<file path="config.mk">
export PLATFORM = sky130hd
export DESIGN_NAME = lifet_cmd_fifo
export DESIGN_NICKNAME = d
export VERILOG_FILES = /design/src/hdl/lifet_pkg.sv /design/src/hdl/lifet_cmd_fifo.sv
export SDC_FILE = /design/constraint.sdc
export NUM_CORES = 1
export LEC_CHECK = 0
export BUFFER_PORTS_ARGS = -buffer_cell sky130_fd_sc_hd__buf_2
export CAP_MARGIN = 10
export CORE_MARGIN = 4
export CORE_UTILIZATION = 50
export CTS_CLUSTER_SIZE = 14
export DETAILED_ROUTE_END_ITERATION = 16
export HOLD_SLACK_MARGIN = 0.02
export PLACE_DENSITY_LB_ADDON = 0.08
export SLEW_MARGIN = 20
export SYNTH_ARGS = -nofsm -noshare
export SYNTH_HDL_FRONTEND = slang
export SYNTH_SLANG_ARGS = --single-unit
</file>
<file path="constraint.sdc">
create_clock -name clk -period 1.9 [get_ports clk]
set_clock_uncertainty 0.2 [all_clocks]
set_input_delay 0.475 -clock clk [delete_from_list [all_inputs] [get_ports clk]]
set_output_delay 0.475 -clock clk [all_outputs]
set_load 0.03 [all_outputs]
</file>
<file path="src/hdl/lifet_pkg.sv">
// ----------------------------------------------------------------------------
// lifet_pkg
// Shared types and constants of the toroidal life grid block.
// ----------------------------------------------------------------------------
package lifet_pkg;

  // Wide enough for any grid size up to 256, more than the 7-bit size registers can hold.
  localparam int SIZE_W = 9;

  // Input item operation codes.
  localparam logic [1:0] OP_WRITE = 2'd0;
  localparam logic [1:0] OP_READ  = 2'd1;
  localparam logic [1:0] OP_STEP  = 2'd2;

  // Configuration register indexes.
  localparam logic REG_GRID_WIDTH  = 1'b0;
  localparam logic REG_GRID_HEIGHT = 1'b1;

  // Reset value of both size registers.
  localparam logic [6:0] SIZE_RESET = 7'd64;

  // Life rule neighbor counts.
  localparam logic [3:0] BIRTH_COUNT = 4'd3;
  localparam logic [3:0] KEEP_COUNT  = 4'd2;

  // Depth of the command queue between front and back.
  localparam int CMDQ_DEPTH = 2;

  typedef enum logic [1:0] {
    CMD_WRITE,
    CMD_READ,
    CMD_READ_ZERO,
    CMD_STEP
  } cmd_kind_t;

  typedef struct packed {
    cmd_kind_t  kind;
    logic [5:0] row;
    logic [5:0] col;
    logic       alive;
  } cmd_t;

  typedef enum logic [1:0] {
    ST_IDLE,
    ST_CELL,
    ST_SWEEP
  } eng_state_t;

endpackage

</file>
<file path="src/hdl/lifet_cmd_fifo.sv">
// ----------------------------------------------------------------------------
// lifet_cmd_fifo
// Short command queue that decouples the front from the grid engine.
// ----------------------------------------------------------------------------
module lifet_cmd_fifo
  import lifet_pkg::*;
(
  input  logic clk,
  input  logic rst,
  input  logic push,
  input  cmd_t push_cmd,
  input  logic pop,
  output logic full,
  output logic head_valid,
  output cmd_t head
);

  localparam int PW = (CMDQ_DEPTH > 1) ? $clog2(CMDQ_DEPTH) : 1;
  localparam int NW = $clog2(CMDQ_DEPTH + 1);

  cmd_t          entries [CMDQ_DEPTH];
  logic [PW-1:0] wr_ptr;
  logic [PW-1:0] rd_ptr;
  logic [NW-1:0] count;
  logic          do_push;
  logic          do_pop;

  assign full       = (count == NW'(CMDQ_DEPTH));
  assign head_valid = (count != '0);
  assign head       = entries[rd_ptr];
  assign do_push    = push && !full;
  assign do_pop     = pop && head_valid;

  always_ff @(posedge clk) begin
    if (do_push) begin
      entries[wr_ptr] <= push_cmd;
    end
  end

  always_ff @(posedge clk) begin
    if (rst) begin
      wr_ptr <= '0;
      rd_ptr <= '0;
      count  <= '0;
    end else begin
      if (do_push) begin
        wr_ptr <= (wr_ptr == PW'(CMDQ_DEPTH - 1)) ? '0 : wr_ptr + 1'b1;
      end
      if (do_pop) begin
        rd_ptr <= (rd_ptr == PW'(CMDQ_DEPTH - 1)) ? '0 : rd_ptr + 1'b1;
      end
      if (do_push && !do_pop) begin
        count <= count + 1'b1;
      end else if (do_pop && !do_push) begin
        count <= count - 1'b1;
      end
    end
  end

endmodule

</file>
## Yosys cells after proc, flatten, opt, wreduce, memory -nomap -nowiden

Memory sizes are Yosys's and may differ from the RTL's. A register that Yosys moved wholly into a read port is not among the register bits.
Index checks and enable logic that the tools add are counted.

- Add/sub/neg operators: 4
- Equality and inequality tests: 1
- Multiplexer cells: 8
- Reduce and logical (&&, ||, !) cells: 9

Operator list:

| cell | number |
|---|---|
| $mux W1 | 6 |
| $logic_and A1 B1 Y1 | 4 |
| $mux W2 | 2 |
| $reduce_bool A2 Y1 | 2 |
| $logic_not A1 Y1 | 3 |
| $add A1 B1 Y1 const B | 2 |
| $add A2 B1 Y2 const B | 1 |
| $eq A2 B2 Y1 const B | 1 |
| $sub A2 B1 Y2 const B | 1 |

- Register bits after elaboration: 4
- RAM bits: 30
- Input port bits: 19
- Word-level logic and storage cells: 26
- Memories kept: 1

Memory list:

| name | words | width | rd ports | clocked after memory_dff | wr ports | line | RTL |
|---|---|---|---|---|---|---|---|
| entries | 2 | 15 | 1 | 1 | 1 | lifet_cmd_fifo.sv:21 | `cmd_t entries [CMDQ_DEPTH];` |

## Longest topological paths before layout

- Depth in word-level cells: 7
- Gate-level depth with buffers: 6

## Least setup slack after synthesis

Ideal clock, no wire load.

- Kind: register to register
- Start point: register count[1]
- End point: register count[1]
- Library setup time: 0.070 ns
- Arrival: 1.592 ns
- Data required time: 1.630 ns
- Path slack: 0.038 ns
- Cell stages (with the launch flop): 6
- Buffers on the path: 0
- Period minus slack after synthesis: 1.862 ns
- Cell sequence: dfxtp_1 > nor2b_2 > nor2_1 > ha_1 > or3_1 > a21oi_1

- Cells in the longest elaborated chain, start to end: 6
- Elaborated cells between the ends (all ways): 14
- Classes of those cells: add/sub: 2; eq/ne: 1; mux: 2; reduce/logical: 9

Ends and longest elaborated chain:

| item | line | RTL |
|---|---|---|
| start: declaration | lifet_cmd_fifo.sv:24 | `logic [NW-1:0] count;` |
| start signal: assignment | lifet_cmd_fifo.sv:53 | `count <= count + 1'b1;` |
| start signal: assignment | lifet_cmd_fifo.sv:55 | `count <= count - 1'b1;` |
| $eq A2 B2 Y1 (*) | lifet_cmd_fifo.sv:28 | `assign full = (count == NW'(CMDQ_DEPTH));` |
| named net full | lifet_cmd_fifo.sv:13 | `output logic full,` |
| $logic_not A1 Y1 (*) | lifet_cmd_fifo.sv:31 | `assign do_push = push && !full;` |
| $logic_and A1 B1 Y1 (*) | lifet_cmd_fifo.sv:31 |  |
| $logic_not A1 Y1 | lifet_cmd_fifo.sv:54 | `end else if (do_pop && !do_push) begin` |
| $logic_and A1 B1 Y1 | lifet_cmd_fifo.sv:54 |  |
| $reduce_bool A2 Y1 (no line) | n/a |  |

The timed path passes the listed nets; every way through them passes the cells marked *. The select of a mux whose other input is x is not followed.
A chain may end at the register's enable or synchronous reset.

==> out/qor.yml <==
status: "complete, but fails checks"
violations: "negative setup slack"
met2RoutedLength_um: 1146
floorplan.initialDensity_pct: 52.58
htreeDepth: 2
min_path_type: "input pin to flop"
asyncSetResetFlopFracSynth_pct: 0
drcViolationCount: 0
iteration_0_drc_count_of_the_detailed_router: 19
cp-end-kind: "output port"
die_h_um: 59.04
cts_buffers: 5
rsz0062_at_grt: "true"
cp_max_fo: 6
area.growth.synth_to_final_pct: 36.50
synth.ff_latch_count: 35
core.rowCount: 18
fp.coreArea_um2: 2477
clk_root_buf: "clkbuf_4"
ys_types: 15
final-hold-violation-count: 0
grt_pass1_vias: 794
final_sum_of_negative_setup_slack_ps: -1003
yosysSeqAreaShare_pct: 76.85
antenna_found_initial: 0
tritoncts_num_sinks: 35
timing.critical_path.arrival_ps: 1300
worstSetupPathType: "flop to output port"
viasPerCell: 5.047
dominant_register_cell_in_the_synthesized_netlist: "edfxtp_1"
fin_total_pwr_uw: 2477
reg2reg_from: "count[0]$_SDFFE_PP0P_"
netlist_instances: 72
routed_wirelength_um: 2153
avgSynthCellArea_um2: 18.09
insertion_delay_ps: 330
postRouteAntennaNets: 0
maxCapViolCount: 0
power.static_leakage_uw: 0.0007322
design.die.area_um2: 3486
max-clock-path-buffers: 2
worstMarginPinSlew_ps: 285.0
routabilityCongestion: 0.6137
achievable-frequency_mhz: 506.5
grt_usage_pct: 14.60
place_hpwl_um: 1519
area_of_the_multi_input_gates_um2: 337.8
synthesis.area_um2: 1302
start_kind: "flop"
dr.pass1.iters: 2
holdWs_ps: 125.9
pre_cts_worst_setup_slack_ps: 89.82
grt_pass1_wl_um: 3539
wl_met1_um: 824
grt-ovfl-total: 0
post_route_cells_drive_above_1_share_pct: 55.00
timing.hold.worst.start: "push_cmd[5]"
report.final.slew_viol_count: 0
route.vias.total: 757
tritoncts_clock_tree: "built"
synthTopCellsByArea: "edfxtp_1 (69%), mux2_2 (13%), dfxtp_1 (7.7%)"
port_buffers: 35
final_critical_path_setup_slack_ps: -74.40
synthMostInstantiatedCell: "edfxtp_1"
sum_of_met3_wire_segment_lengths_after_detailed_routing_um: 133
vdd_drop_max_mv: 1.102
post-synth-top-area-fraction_pct: 69.16
synth_largest_area_cell: "edfxtp_1"
number_of_failing_setup_endpoints_in_the_final_timing_report: 15
final-seq-area_um2: 1006
detail_route.wl_per_cell_um: 14.35
synth_enable_flop_cells: 30
n_antenna_cell: 0
p_per_area_nw_per_um2: 1393
max_slew_margin_pct: 80.80
yosysWarningCount: 0
ratio_of_final_minimum_period_to_clock_period_pct: 103.9
design.final.nets: 139
netlist_top_cells_count: "edfxtp_1 (30), mux2_2 (15), dfxtp_1 (5)"
die_outline_width_um: 59.04
synth.net_count: 92
cts.reportedPaths.clkPinSlew_ps: 100
grt_max_degree: 11
finalCriticalPeriod_ps: 1974
highest_layer: "met4"
i_o_pin_total: 36
fillers: 175
worstPathRequired_ps: 1220
==> layout by cell type (no fill, tap or decap) <==
cell type,n
edfxtp_1,30
buf_2,20
buf_6,16
mux2_4,15
clkbuf_4,5
nor2_1,4
buf_4,4
o21ai_0,3
xor2_1,3
dfxtp_1,3
inv_1,2
or3_1,2
a21oi_1,2
clkinv_1,2
buf_8,2
or2_2,1
nor2b_2,1
and2_1,1
ha_1,1
dfxtp_4,1
clkbuf_1,1
dfxtp_2,1
==> where the power goes <==
| part | internal (µW) | switching (µW) | total [µW] | leakage, µW |
|---|---|---|---|---|
| Sequential | 979 | 60.7 | 1040 | 0.000322 |
| Clock | 137 | 225 | 362 | 0.0000273 |
| Combinational | 533 | 543 | 1080 | 0.000382 |
==> cell families (layout without fill, tap and decap cells) <==
| kind of cell | Yosys count | after routing | share of synthesized area [%] |
|---|---|---|---|
| compound gates | 5 | 5 | 1.921 |
| flops | 35 | 35 | 76.85 |
| mux | 15 | 15 | 12.97 |
| buf+inv | 4 | 52 | 1.537 |
| simple gates | 9 | 9 | 3.747 |
| fa+ha+maj | 1 | 1 | 0.9605 |
| xor+xnor | 3 | 3 | 2.018 |
==> per-stage QoR <==
stage	area [µm²]	cells	util, %
after detailed placement	1548	141	62.47
after global routing	1778	150	71.77
after floorplan	1303	72	-
after CTS	1754	150	70.81
final	1778	150	71.77
after global placement	1548	141	62.47
==> path summary, 6_finish.rpt <==
kind         depth (start not counted)                      end  slack [ps]
max reg2reg                          4    count[1]$_SDFFE_PP0P_         180
min reg2reg                          2      wr_ptr$_SDFFE_PP0N_         300
max                                  3                  head[0]         -70
min                                  1  entries[0][5]$_DFFE_PP_         130
==> per-layer routing <==
metal	global-route usage, %	vias to the layer above
li1	-	364
met1	16.33	364
met2	23.50	23
met3	5.011	6
met4	9.709	0
met5	0	-
==> cell type report <==
class                           count  area share, %
Sequential cell                    35          56.58
Timing Repair Buffer               42          19.14
Multi-Input combinational cell     33          19.00
Clock buffer                        6          2.322
Tap cell                           30          2.111
Clock inverter                      2         0.4222
Inverter                            2         0.4222
==> what timing repair did <==
item	CTS	global route
gates resized for setup	47	7
buffers inserted	0	0
setup endpoints to repair	15	16
gates cloned	1	0
endpoints found under the hold margin	0	0
hold buffers	0	0
==> critical path, cell delays in order, from the launching register on <==
cell and delay [ps]:
dfxtp_4 390, buf_8 140, mux2_4 310, buf_6 140
==> registers in the layout (all words and copies together), names as in the netlist, named ones only <==
| signal | count |
|---|---|
| count | 2 |
| entries | 30 |
| wr_ptr | 1 |
| rd_ptr | 1 |
Note: power is estimated with default switching activity, not from simulation.
