--- config.mk ---
export PLATFORM = sky130hd
export DESIGN_NAME = lifet_front_flat
export DESIGN_NICKNAME = d
export VERILOG_FILES = /design/src/hdl/lifet_pkg.sv /design/src/hdl/lifet_ifs.sv /design/src/hdl/lifet_front.sv /design/src/flat_wrapper.sv
export SDC_FILE = /design/constraint.sdc
export NUM_CORES = 1
export LEC_CHECK = 0
export ABC_AREA = 1
export BUFFER_PORTS_ARGS = -buffer_cell sky130_fd_sc_hd__buf_2
export CORE_MARGIN = 2
export CORE_UTILIZATION = 35
export DETAILED_ROUTE_END_ITERATION = 7
export MAX_ROUTING_LAYER = met4
export PLACE_DENSITY = 0.79
export SETUP_SLACK_MARGIN = 0.02
export SYNTH_ARGS = -nofsm -noshare
export SYNTH_HDL_FRONTEND = slang
export SYNTH_SLANG_ARGS = --single-unit
--- constraint.sdc ---
create_clock -name vclk -period 1.05
set_clock_uncertainty 0.2 [all_clocks]
set_input_delay 0.105 -clock vclk [all_inputs]
set_output_delay 0.105 -clock vclk [all_outputs]
set_load 0.02 [all_outputs]
--- src/hdl/lifet_pkg.sv ---
// ----------------------------------------------------------------------------
// lifet_pkg
// Shared types and constants of the toroidal life grid block.
// ----------------------------------------------------------------------------
package lifet_pkg;

  // Wide enough for any grid size up to 256, more than the 7-bit size registers can hold.
  localparam int SIZE_W = 9;

  // Input item operation codes.
  localparam logic [1:0] OP_WRITE = 2'd0;
  localparam logic [1:0] OP_READ  = 2'd1;
  localparam logic [1:0] OP_STEP  = 2'd2;

  // Configuration register indexes.
  localparam logic REG_GRID_WIDTH  = 1'b0;
  localparam logic REG_GRID_HEIGHT = 1'b1;

  // Reset value of both size registers.
  localparam logic [6:0] SIZE_RESET = 7'd64;

  // Life rule neighbor counts.
  localparam logic [3:0] BIRTH_COUNT = 4'd3;
  localparam logic [3:0] KEEP_COUNT  = 4'd2;

  // Depth of the command queue between front and back.
  localparam int CMDQ_DEPTH = 2;

  typedef enum logic [1:0] {
    CMD_WRITE,
    CMD_READ,
    CMD_READ_ZERO,
    CMD_STEP
  } cmd_kind_t;

  typedef struct packed {
    cmd_kind_t  kind;
    logic [5:0] row;
    logic [5:0] col;
    logic       alive;
  } cmd_t;

  typedef enum logic [1:0] {
    ST_IDLE,
    ST_CELL,
    ST_SWEEP
  } eng_state_t;

endpackage

--- src/hdl/lifet_ifs.sv ---
// ----------------------------------------------------------------------------
// lifet channel interfaces
// Valid/ready channels for input items and result items.
// ----------------------------------------------------------------------------
interface lifet_req_if;
  logic       valid;
  logic       ready;
  logic [1:0] operation;
  logic [5:0] col;
  logic [5:0] row;
  logic       alive_in;

  modport source (output valid, operation, col, row, alive_in, input ready);
  modport sink (input valid, operation, col, row, alive_in, output ready);
endinterface


--- src/hdl/lifet_front.sv ---
// ----------------------------------------------------------------------------
// lifet_front
// Accepts input items, checks coordinates and turns them into commands.
// ----------------------------------------------------------------------------
module lifet_front
  import lifet_pkg::*;
(
  input  logic              rst,
  input  logic [SIZE_W-1:0] used_width,
  input  logic [SIZE_W-1:0] used_height,
  lifet_req_if.sink         req,
  input  logic              queue_full,
  output logic              push,
  output cmd_t              push_cmd
);

  logic in_area;
  logic keep;

  // Items flow straight through to the queue; ready drops while it is full or in reset.
  assign req.ready = !queue_full && !rst;

  assign in_area = (SIZE_W'(req.col) < used_width) && (SIZE_W'(req.row) < used_height);

  always_comb begin
    keep          = 1'b0;
    push_cmd.kind = CMD_STEP;
    push_cmd.row  = req.row;
    push_cmd.col  = req.col;
    push_cmd.alive = req.alive_in;
    unique case (req.operation)
      OP_WRITE: begin
        keep          = in_area;
        push_cmd.kind = CMD_WRITE;
      end
      OP_READ: begin
        keep          = 1'b1;
        push_cmd.kind = in_area ? CMD_READ : CMD_READ_ZERO;
      end
      OP_STEP: begin
        keep          = 1'b1;
        push_cmd.kind = CMD_STEP;
      end
      default: begin
        keep = 1'b0;
      end
    endcase
  end

  assign push = req.valid && req.ready && keep;

endmodule

--- src/flat_wrapper.sv ---
// flat-port wrapper written by rule: the top's interface ports become plain ports
module lifet_front_flat import lifet_pkg::*;
  (rst, used_width, used_height, queue_full, push, push_cmd, req_valid, req_operation, req_col, req_row, req_alive_in, req_ready);
  lifet_req_if req_i ();
  input  logic rst;
  input  logic [SIZE_W-1:0] used_width;
  input  logic [SIZE_W-1:0] used_height;
  input  logic queue_full;
  output logic push;
  output cmd_t push_cmd;
  input wire logic [$bits(req_i.valid)-1:0] req_valid;
  input wire logic [$bits(req_i.operation)-1:0] req_operation;
  input wire logic [$bits(req_i.col)-1:0] req_col;
  input wire logic [$bits(req_i.row)-1:0] req_row;
  input wire logic [$bits(req_i.alive_in)-1:0] req_alive_in;
  output wire logic [$bits(req_i.ready)-1:0] req_ready;
  assign req_i.valid = req_valid;
  assign req_i.operation = req_operation;
  assign req_i.col = req_col;
  assign req_i.row = req_row;
  assign req_i.alive_in = req_alive_in;
  assign req_ready = req_i.ready;
  lifet_front u_core (.rst(rst), .used_width(used_width), .used_height(used_height), .req(req_i), .queue_full(queue_full), .push(push), .push_cmd(push_cmd));
endmodule
* Word level (Yosys, flattened, before mapping) *
Cells that the tools add are included.

storage, ports and cells
  register bits after elaboration = 0
  bits in latches = 0
  RAM bits = 0
  memory bits (read-only) = 0
  bits of input ports = 36
  output and inout port bits = 17
  logic and storage cells = 15
  memories kept = 0

operators by class
  add/subtract/negate cells = 0
  multipliers = 0
  div/mod/pow operators = 0
  $lt $le $gt $ge = 2
  eq/ne operators = 2
  shift operators = 0
  muxes and demuxes = 3
  bitwise logic cells = 0
  reductions and logical operators = 8

operators with widths
  kind                  number
  $lt A6 B9 Y1          2
  $logic_and A1 B1 Y1   4
  $pmux W2 S2           1
  $eq A2 B1 Y1 const B  1
  $eq A2 B2 Y1 const B  1
  $logic_not A1 Y1      2
  $logic_not A2 Y1      1
  $mux W2               1
  $pmux W1 S2           1
  $reduce_or A2 Y1      1

* Longest topological paths before layout *
Gate-level depths: netlist (run 1).

  word-level depth = 4
  depth in mapped cells = 10
  gate-level depth less buffers = 10

* Least setup slack after synthesis (run 1) *
No wires, ideal clock.

  path type = input-to-output
  start point = input port used_width[4]
  end point = output port push
  arrival = 1.154 ns
  required time = 0.745 ns
  path slack = -0.409 ns
  stages = 9
  path buffers = 0
  cells stage by stage = inv_1 > ha_1 > nand2_1 > inv_1 > nand2_1 > nand3_1 > nand2_1 > nand4_1 > a21oi_1

between the ends
  longest elaborated chain between the ends = 4

ends and longest elaborated chain
  element              line               text
  start, declared      flat_wrapper.sv:6  input logic [SIZE_W-1:0] used_width;
  $lt A6 B9 Y1         lifet_front.sv:23  assign in_area = (SIZE_W'(req.col) < used_width) && (SIZE_W'(req.row) < used_height);
  $logic_and A1 B1 Y1  lifet_front.sv:23
  $pmux W1 S2          lifet_front.sv:31  unique case (req.operation)
  $logic_and A1 B1 Y1  lifet_front.sv:50  assign push = req.valid && req.ready && keep;
  end, declared        flat_wrapper.sv:9  output logic push;

Every way passes these cells.

* Worst setup path after layout (run 1) *
  start point = input port req_col[4]
  end point = output port push

between the ends
  longest elaborated chain between the ends = 4

ends and longest elaborated chain
  element              line                text
  start, declared      flat_wrapper.sv:13  input wire logic [$bits(req_i.col)-1:0] req_col;
  $lt A6 B9 Y1         lifet_front.sv:23
  $logic_and A1 B1 Y1  lifet_front.sv:23
  $pmux W1 S2          lifet_front.sv:31
  $logic_and A1 B1 Y1  lifet_front.sv:50

Every way passes these cells.

==> results of run 1 <==
## cells in the mapped netlist, drive strengths merged
cell type | number | area share
buf | 13 | 0.18
a21oi | 4 | 0.036
nand2 | 17 | 0.12
nor2 | 4 | 0.032
clkinv | 2 | 0.014
nor3 | 3 | 0.046
o21ai | 1 | 0.0091
inv | 25 | 0.17
ha | 13 | 0.30
nand4 | 1 | 0.011
nand3 | 3 | 0.036
or2 | 2 | 0.027
nor3b | 1 | 0.014
nand3b | 1 | 0.014
## layout by cell type (no fill, tap or decap), drive strengths merged, types with 2 or more instances in the layout
| cell | Yosys | layout |
|---|---|---|
| nand3 | 3 | 3 |
| buf | 13 | 53 |
| nand2 | 17 | 17 |
| nor2 | 4 | 4 |
| inv | 25 | 25 |
| a21oi | 4 | 4 |
| nor3 | 3 | 3 |
| or2 | 2 | 2 |
| ha | 13 | 13 |
| clkinv | 2 | 2 |
## power by group
| part | switching [mW] | leakage, nW | internal [mW] |
|---|---|---|---|
| clock network | 0 | 0 | 0 |
| registers | 0 | 0 | 0 |
| logic | 0.223 | 0.571 | 0.232 |
| total | 0.223 | 0.571 | 0.232 |
## final cells by class
cell class / count / area [µm²] / share of cell area
Multi-Input combinational cell: 50 / 519.2 / 0.4952
Timing Repair Buffer: 53 / 365.4 / 0.3484
Tap cell: 16 / 20.02 / 0.01909
Inverter: 27 / 143.9 / 0.1372
## stage by stage
stage                     hold slack, ns  setup TNS (ns)    util  setup WS (ns)
after floorplan                  0.09219         -0.6540       -        -0.2587
after global placement           0.01024          -1.549  0.6126        -0.5379
after detailed placement         0.01024          -1.594  0.6126        -0.5425
after CTS                        0.01024          -1.232  0.6748        -0.4194
after global routing             0.01004          -1.480  0.7042        -0.5250
final                            0.01001          -1.266  0.7042        -0.4368
## per-layer routing
metal,global-route usage,share of wire
met5,-,0
met2,0.3176,0.64
met4,0,0.016
met3,0,0.055
met1,0.1400,0.29
## path summary, 6_finish.rpt
path	from	endpoint	slack, ns	cells past startpoint
setup / recovery	req_col[4]	push	-0.44	8
hold / removal	req_alive_in	push_cmd[0]	0.01	0
## repair_timing
action,4_1_cts,5_1_grt
gates resized for setup,24,14
setup buffers,0,0
setup endpoints to repair,3,3
pin swaps,19,18
## kinds of logic (layout without fill, tap and decap cells)
logic type,count (synthesis),after routing
and+or+nand+nor,32,32
AOI/OAI and AO/OA,5,5
buffers and inverters,40,80
adders and majority gates,13,13
==> results_dict.tcl, run 1 <==
set metrics [dict create \
    synth-simple-area-share 0.2961 \
    port_buffers 51 \
    synth_area_per_cell_um2 6.103 \
    dp.final_hpwl_um 1151 \
    crit_chain "buf_8, ha_4, a21oi_2, nand3_1, nand2_1, nand4_1, a21oi_2, buf_4" \
    cp_max_fo 2 \
    antenna_found_initial 0 \
    grtUsageTotal 0.1432 \
    drv_cap 0 \
    final.min_clock_period_ns 1.487 \
    start_util 0.3689 \
    synth_top_family_by_area "buffers and inverters" \
    die_h_um 43.62 \
    ant_nets 0 \
    hold_class "in -> out" \
    violations "negative setup slack" \
    drive_above_1_share 0.7308 \
    max_freq_mhz 672.6 \
    synth_xor_area_frac 0 \
    leakage_nw 0.5710 \
    grt_max_degree 4 \
    drtIter0Drc 1 \
    via_per_inst 4.404 \
    netlist_instances 90 \
    fin_cells 146 \
    critical_path_class "in -> out" \
    grt_pass1_wl_um 2173 \
    status "complete, but fails checks" \
    maxSlewViolCount 0 \
    timing.final.ws_setup_ns -0.4368 \
    drt-total-wl_um 1477 \
    nFlopsAndLatches 0 \
    die_area_um2 1902 \
    slowest_delay_ns 0.25 \
    relSlewSlack 0.8490 \
    worstMarginPinSlew_ns 0.2260 \
    fillers 136 \
    setup_violations 3 \
    firstDrtPassIters 2 \
    synth-seq-area-share 0 \
    n_antenna_cell 0 \
    pin_count 53 \
    fp.coreArea_um2 1489 \
    grt_pass1_vias 624 \
    setup.worst_path.end_class "primary output" \
    regArea_um2 0 \
    cp-start-kind "input port" \
    clock_buffers 0 \
    finalPower_mw 0.4549 \
    finalHoldViolCount 0 \
    critPathBufInv 2 \
    final_area_um2 1049 \
    crit_family "compound AO/OA/AOI/OAI gates" \
    wire_per_inst_um 10.12 \
    cp_common_cell "a21oi_2" \
    vias 643 \
    synthAdderAreaFrac 0.2961 \
    nNetsFinal 181 \
    fin_crit_sh 1.416 \
    worstPathRequired_ns 0.74 \
    grt-ovfl-total 0 \
    gp_congestion 0.7536 \
    placed_cell_area_um2 912.1 \
    die_x_um 43.62 \
    ys_types 19 \
    synthMuxAreaShare 0 \
    cp.arrival_ns 1.18 \
    drc 0 \
    synth_compound_area_frac 0.04556 \
    ys_warn_count 0 \
    p_per_area_nw_per_um2 433.9 \
    cp_slowest_cell "ha_4" \
    area_delta_synth_final_pct 90.89 \
    peakVddDrop_mv 0.2310 \
    syn-num-nets 139 \
    place_inst 146 \
    std_cell_rows 14 \
    cts_hold_buf 0 \
    grt_setup_unrepaired "yes" \
    netlist_area_um2 549.3 \
]
Note: power is estimated with default switching activity, not from simulation.
==> inputs of run 2 (changes only) <==
Settings changed: PLACE_DENSITY 0.79 to 0.8, SETUP_SLACK_MARGIN 0.02 to 0.2.
==> run 2 against run 1 <==
Compared with the run above: the run still ends with negative setup slack left; sequential cell count unchanged; final cell count increased by 0.68%; first-iteration DRC count decreased by 100%; non-clock buffer count increased by 1; worst setup slack improved by 0.014 ns; clock-buffer cell count unchanged; largest cell class unchanged.
==> results_dict.tcl, run 2 (synthesized netlist as in run 1, its figures left out) <==
set metrics [dict create \
    grt_max_degree 4 \
    p_int_mw 0.2210 \
    hold_class "in -> out" \
    setup_violations 3 \
    place_inst 147 \
    leakage_nw 0.5650 \
    combPwrFrac 1.000 \
    drt-total-wl_um 1352 \
    drc 0 \
    fp.coreArea_um2 1489 \
    peakVddDrop_mv 0.2380 \
    dp.final_hpwl_um 1218 \
    worstPathRequired_ns 0.74 \
    switching_share 0.4885 \
    nFlopsAndLatches 0 \
    min_path_cells 0 \
    cp-start-kind "input port" \
    cp_slowest_cell "ha_4" \
    fillers 137 \
    antenna_found_initial 0 \
    finalHoldViolCount 0 \
    area_delta_synth_final_pct 87.02 \
    p_seq_frac 0 \
    setup_tns_ns -1.254 \
    crit_chain "buf_8, inv_12, ha_4, nand2_4, nor2_2, nand2_1, nand3_1, nand2_1, nand4_1, a21oi_2, buf_4" \
    n_antenna_cell 0 \
    die_x_um 43.62 \
    p_per_area_nw_per_um2 420.6 \
    fin_cells 147 \
    min_to "push_cmd[0]" \
    drtIter0Drc 0 \
    grt_pass1_wl_um 2263 \
    cp_max_fo 2 \
    final_common_cell "buf_2" \
    cp.arrival_ns 1.17 \
    ant_nets 0 \
    die_area_um2 1902 \
    port_buffers 51 \
    switchingPower_mw 0.2111 \
    relSlewSlack 0.8684 \
    cp_common_cell "nand2_1" \
    timing.final.ws_setup_ns -0.4233 \
    gp_congestion 0.7301 \
    regArea_um2 0 \
    hold_start "req_alive_in" \
    most-common-layout-cells "buf_2, inv_1, buf_6, nand2_1, ha_4" \
    grt_setup_unrepaired "yes" \
    max_freq_mhz 678.8 \
    critPathBufInv 3 \
    cts_hold_buf 0 \
    fin_crit_sh 1.403 \
    final.min_clock_period_ns 1.473 \
    grt_pass1_vias 621 \
    via_per_inst 4.422 \
    cts_setup_buffers 0 \
    maxSlewViolCount 0 \
    critical_path_class "in -> out" \
    pin_count 53 \
    vias 650 \
    grt-ovfl-total 0 \
    clock_buffers 0 \
    std_cell_rows 14 \
    setup.worst_path.end_class "primary output" \
    crit_family "simple AND/OR/NAND/NOR gates" \
    drv_cap 0 \
    worstMarginPinSlew_ns 0.1959 \
    firstDrtPassIters 1 \
    status "complete, but fails checks" \
    drive_above_1_share 0.7023 \
    pwr-share-clk 0 \
    nNetsFinal 182 \
    violations "negative setup slack" \
    die_h_um 43.62 \
    slowest_delay_ns 0.24 \
    grtUsageTotal 0.1520 \
    wire_per_inst_um 9.197 \
    start_util 0.3689 \
]
-- run 2: through the flow --
stage	utilization	hold WS, ns	total power, mW	instance area, µm²	worst slack (ns)
CTS	0.6756	0.01027	0.4196	1006	-0.4382
global placement	0.6176	0.01027	0.3571	919.6	-0.5347
detailed placement	0.6176	0.01027	0.3733	919.6	-0.5509
finish	0.6899	0.01017	0.4321	1027	-0.4233
floorplan	-	0.09219	0.2533	719.4	-0.2587
global route	0.6899	0.01004	0.4817	1027	-0.4998
-- run 2: layout make-up --
class / count / area, µm² / share of cell area
multi-input combinational: 50 / 504.2 / 0.4909
timing repair buffer: 54 / 359.1 / 0.3496
inverter: 27 / 143.9 / 0.1401
tap: 16 / 20.02 / 0.01949
-- run 2: how the worst max path moves through the flow --
stage,start,end,slack (ns),cells past startpoint
after floorplan,used_height[4],push,-0.26,7
after global placement,used_height[3],push,-0.53,11
after detailed placement,used_width[4],push_cmd[14],-0.55,12
after CTS,used_width[4],push,-0.44,11
after global routing,req_col[4],push_cmd[14],-0.50,11
final,used_width[4],push,-0.42,11
-- run 2: power by group through the flow --
stage | sequential (mW) | clock [mW] | combinational, mW
6_report | 0 | 0 | 0.432
5_1_grt | 0 | 0 | 0.482
4_1_cts | 0 | 0 | 0.420
3_5_place_dp | 0 | 0 | 0.373
3_3_place_gp | 0 | 0 | 0.357
2_1_floorplan | 0 | 0 | 0.253
-- run 2: repair_timing --
| item | in CTS | in global routing |
|---|---|---|
| endpoints found under the setup margin | 3 | 3 |
| gates resized for setup | 25 | 7 |
| pin swaps | 18 | 9 |
-- run 2: routing by layer --
layer,vias to the layer above,global-route usage,part of all wire
li1,339,-,-
met1,289,0.1650,0.34
met2,22,0.3176,0.61
met3,0,0,0.054
met4,0,0,0
met5,-,-,0
==> inputs of run 3 (changes only) <==
--- a/config.mk
+++ b/config.mk
@@ -14,4 +14,5 @@
 export PLACE_DENSITY = 0.8
 export SETUP_SLACK_MARGIN = 0.2
+export SKIP_LAST_GASP = 1
 export SYNTH_ARGS = -nofsm -noshare
 export SYNTH_HDL_FRONTEND = slang
==> constraint.sdc (replaced) <==
create_clock -name vclk -period 1.05
set_clock_uncertainty 0.2 [all_clocks]
set_input_delay 0.21 -clock vclk [all_inputs]
set_output_delay 0.21 -clock vclk [all_outputs]
set_load 0.02 [all_outputs]
==> run 3 against run 2 <==
Compared with the run above: the run still ends with negative setup slack left; maximum frequency down 13%; wire length up 6.7%; combinational power grew 14%; total power is 14% higher; sequential cell count stayed put; clock-buffer cell count unchanged; via count is 0.46% higher; sequential share of layout area did not move; non-clock buffer count decreased by 1; global-route usage up 0.87 points; worst setup slack worse by 0.22 ns; critical endpoint unchanged; largest cell class unchanged.
==> results_dict.tcl, run 3 (synthesized netlist as in run 1, its figures left out) <==
set metrics [dict create \
    final_common_cell "buf_6" \
    leakage_nw 0.6110 \
    nNetsFinal 181 \
    worstMarginPinSlew_ns 0.2074 \
    crit_chain "buf_2, inv_4, ha_4, nand2_2, nor2_2, nand2_1, nand3_2, nand2_2, nand4_1, a21oi_2, buf_6" \
    dp.final_hpwl_um 1163 \
    max_freq_mhz 589.3 \
    cts_hold_buf 0 \
    setup_tns_ns -1.872 \
    critPathLaunch "used_width[1]" \
    fin_crit_sh 1.616 \
    die_x_um 43.62 \
    port_buffers 51 \
    slowest_delay_ns 0.22 \
    drt-total-wl_um 1443 \
    p_per_area_nw_per_um2 418.2 \
    hold_slack_ns 0.2200 \
    critPathBufInv 3 \
    worstPathRequired_ns 0.64 \
    pin_count 53 \
    die_h_um 43.62 \
    grt_pass1_vias 625 \
    timing.final.ws_setup_ns -0.6469 \
    fillers 107 \
    finalHoldViolCount 0 \
    cp_common_cell "nand2_2" \
    placed_cell_area_um2 914.6 \
    final.min_clock_period_ns 1.697 \
    hold_start "req_alive_in" \
    setup_violations 3 \
    grt_setup_unrepaired "yes" \
    n_antenna_cell 0 \
    drv_cap 0 \
    multi_input_area_um2 521.8 \
    gp_congestion 0.6521 \
    cp_max_fo 2 \
    most-common-layout-cells "buf_6, buf_2, inv_1, nand2_1" \
    ant_nets 0 \
    finalPower_mw 0.4919 \
    fp.coreArea_um2 1489 \
    cp.arrival_ns 1.29 \
    regArea_um2 0 \
    cts_setup_buffers 0 \
    wire_per_inst_um 9.884 \
    cp-start-kind "input port" \
    violations "negative setup slack" \
    die_area_um2 1902 \
    maxSlewViolCount 0 \
    setup.worst_path.end_class "primary output" \
    std_cell_rows 14 \
    clock_buffers 0 \
    area_delta_synth_final_pct 114.1 \
    cp_slowest_cell "ha_4" \
    antenna_found_initial 0 \
    drive_above_1_share 0.7308 \
    drtIter0Drc 2 \
    vias 653 \
    grt_max_degree 4 \
    final_area_um2 1176 \
    firstDrtPassIters 4 \
    status "complete, but fails checks" \
    relSlewSlack 0.8607 \
    grt_pass1_wl_um 2359 \
    critical_path_class "in -> out" \
    hold_class "in -> out" \
    peakVddDrop_mv 0.2423 \
    drc 0 \
    start_util 0.3689 \
    nFlopsAndLatches 0 \
    grtUsageTotal 0.1607 \
    via_per_inst 4.473 \
    grt-ovfl-total 0 \
    crit_family "simple AND/OR/NAND/NOR gates" \
]
## run 3: cell types whose count changed in the layout (fill, tap and decap cells not counted), moves of 2 or more
cell     before  now
nand3_1       2    0
buf_8         1    3
buf_2        38   17
buf_6        11   30
nand3_2       1    3
## run 3: area by class of cell
class	count	share of cell area
repair buffers	53	0.4170
multi-input cells	50	0.4436
well taps	16	0.01702
inverters	27	0.1223
## run 3: power by group
part           internal [mW]  leakage, nW  switching, mW  total [mW]
clock network              0            0              0           0
logic                  0.271        0.611          0.221       0.492
registers                  0            0              0           0
## run 3: per-stage QoR
| stage | utilization | std cells | setup WS (ns) |
|---|---|---|---|
| floorplan | - | 90 | -0.4687 |
| global placement | 0.6143 | 146 | -0.7502 |
| detailed placement | 0.6143 | 146 | -0.7692 |
| CTS | 0.7555 | 146 | -0.6416 |
| global route | 0.7899 | 146 | -0.7556 |
| finish | 0.7899 | 146 | -0.6469 |
## run 3: final timing paths
path | end | slack, ns | depth (start not counted)
setup / recovery | push | -0.65 | 11
hold / removal | push_cmd[0] | 0.22 | 0
## run 3: metal layers
layer  global-route usage  part of all wire  vias up
met5                    -                 0        -
met4                    0                 0        0
met3                    0             0.065        0
met2               0.3471              0.60       29
met1               0.1650              0.33      287
li1                     -                 -      337
## run 3: timing repair
action	4_1_cts	5_1_grt
resized for setup	61	15
endpoints found under the setup margin	16	5
pin swaps	19	15
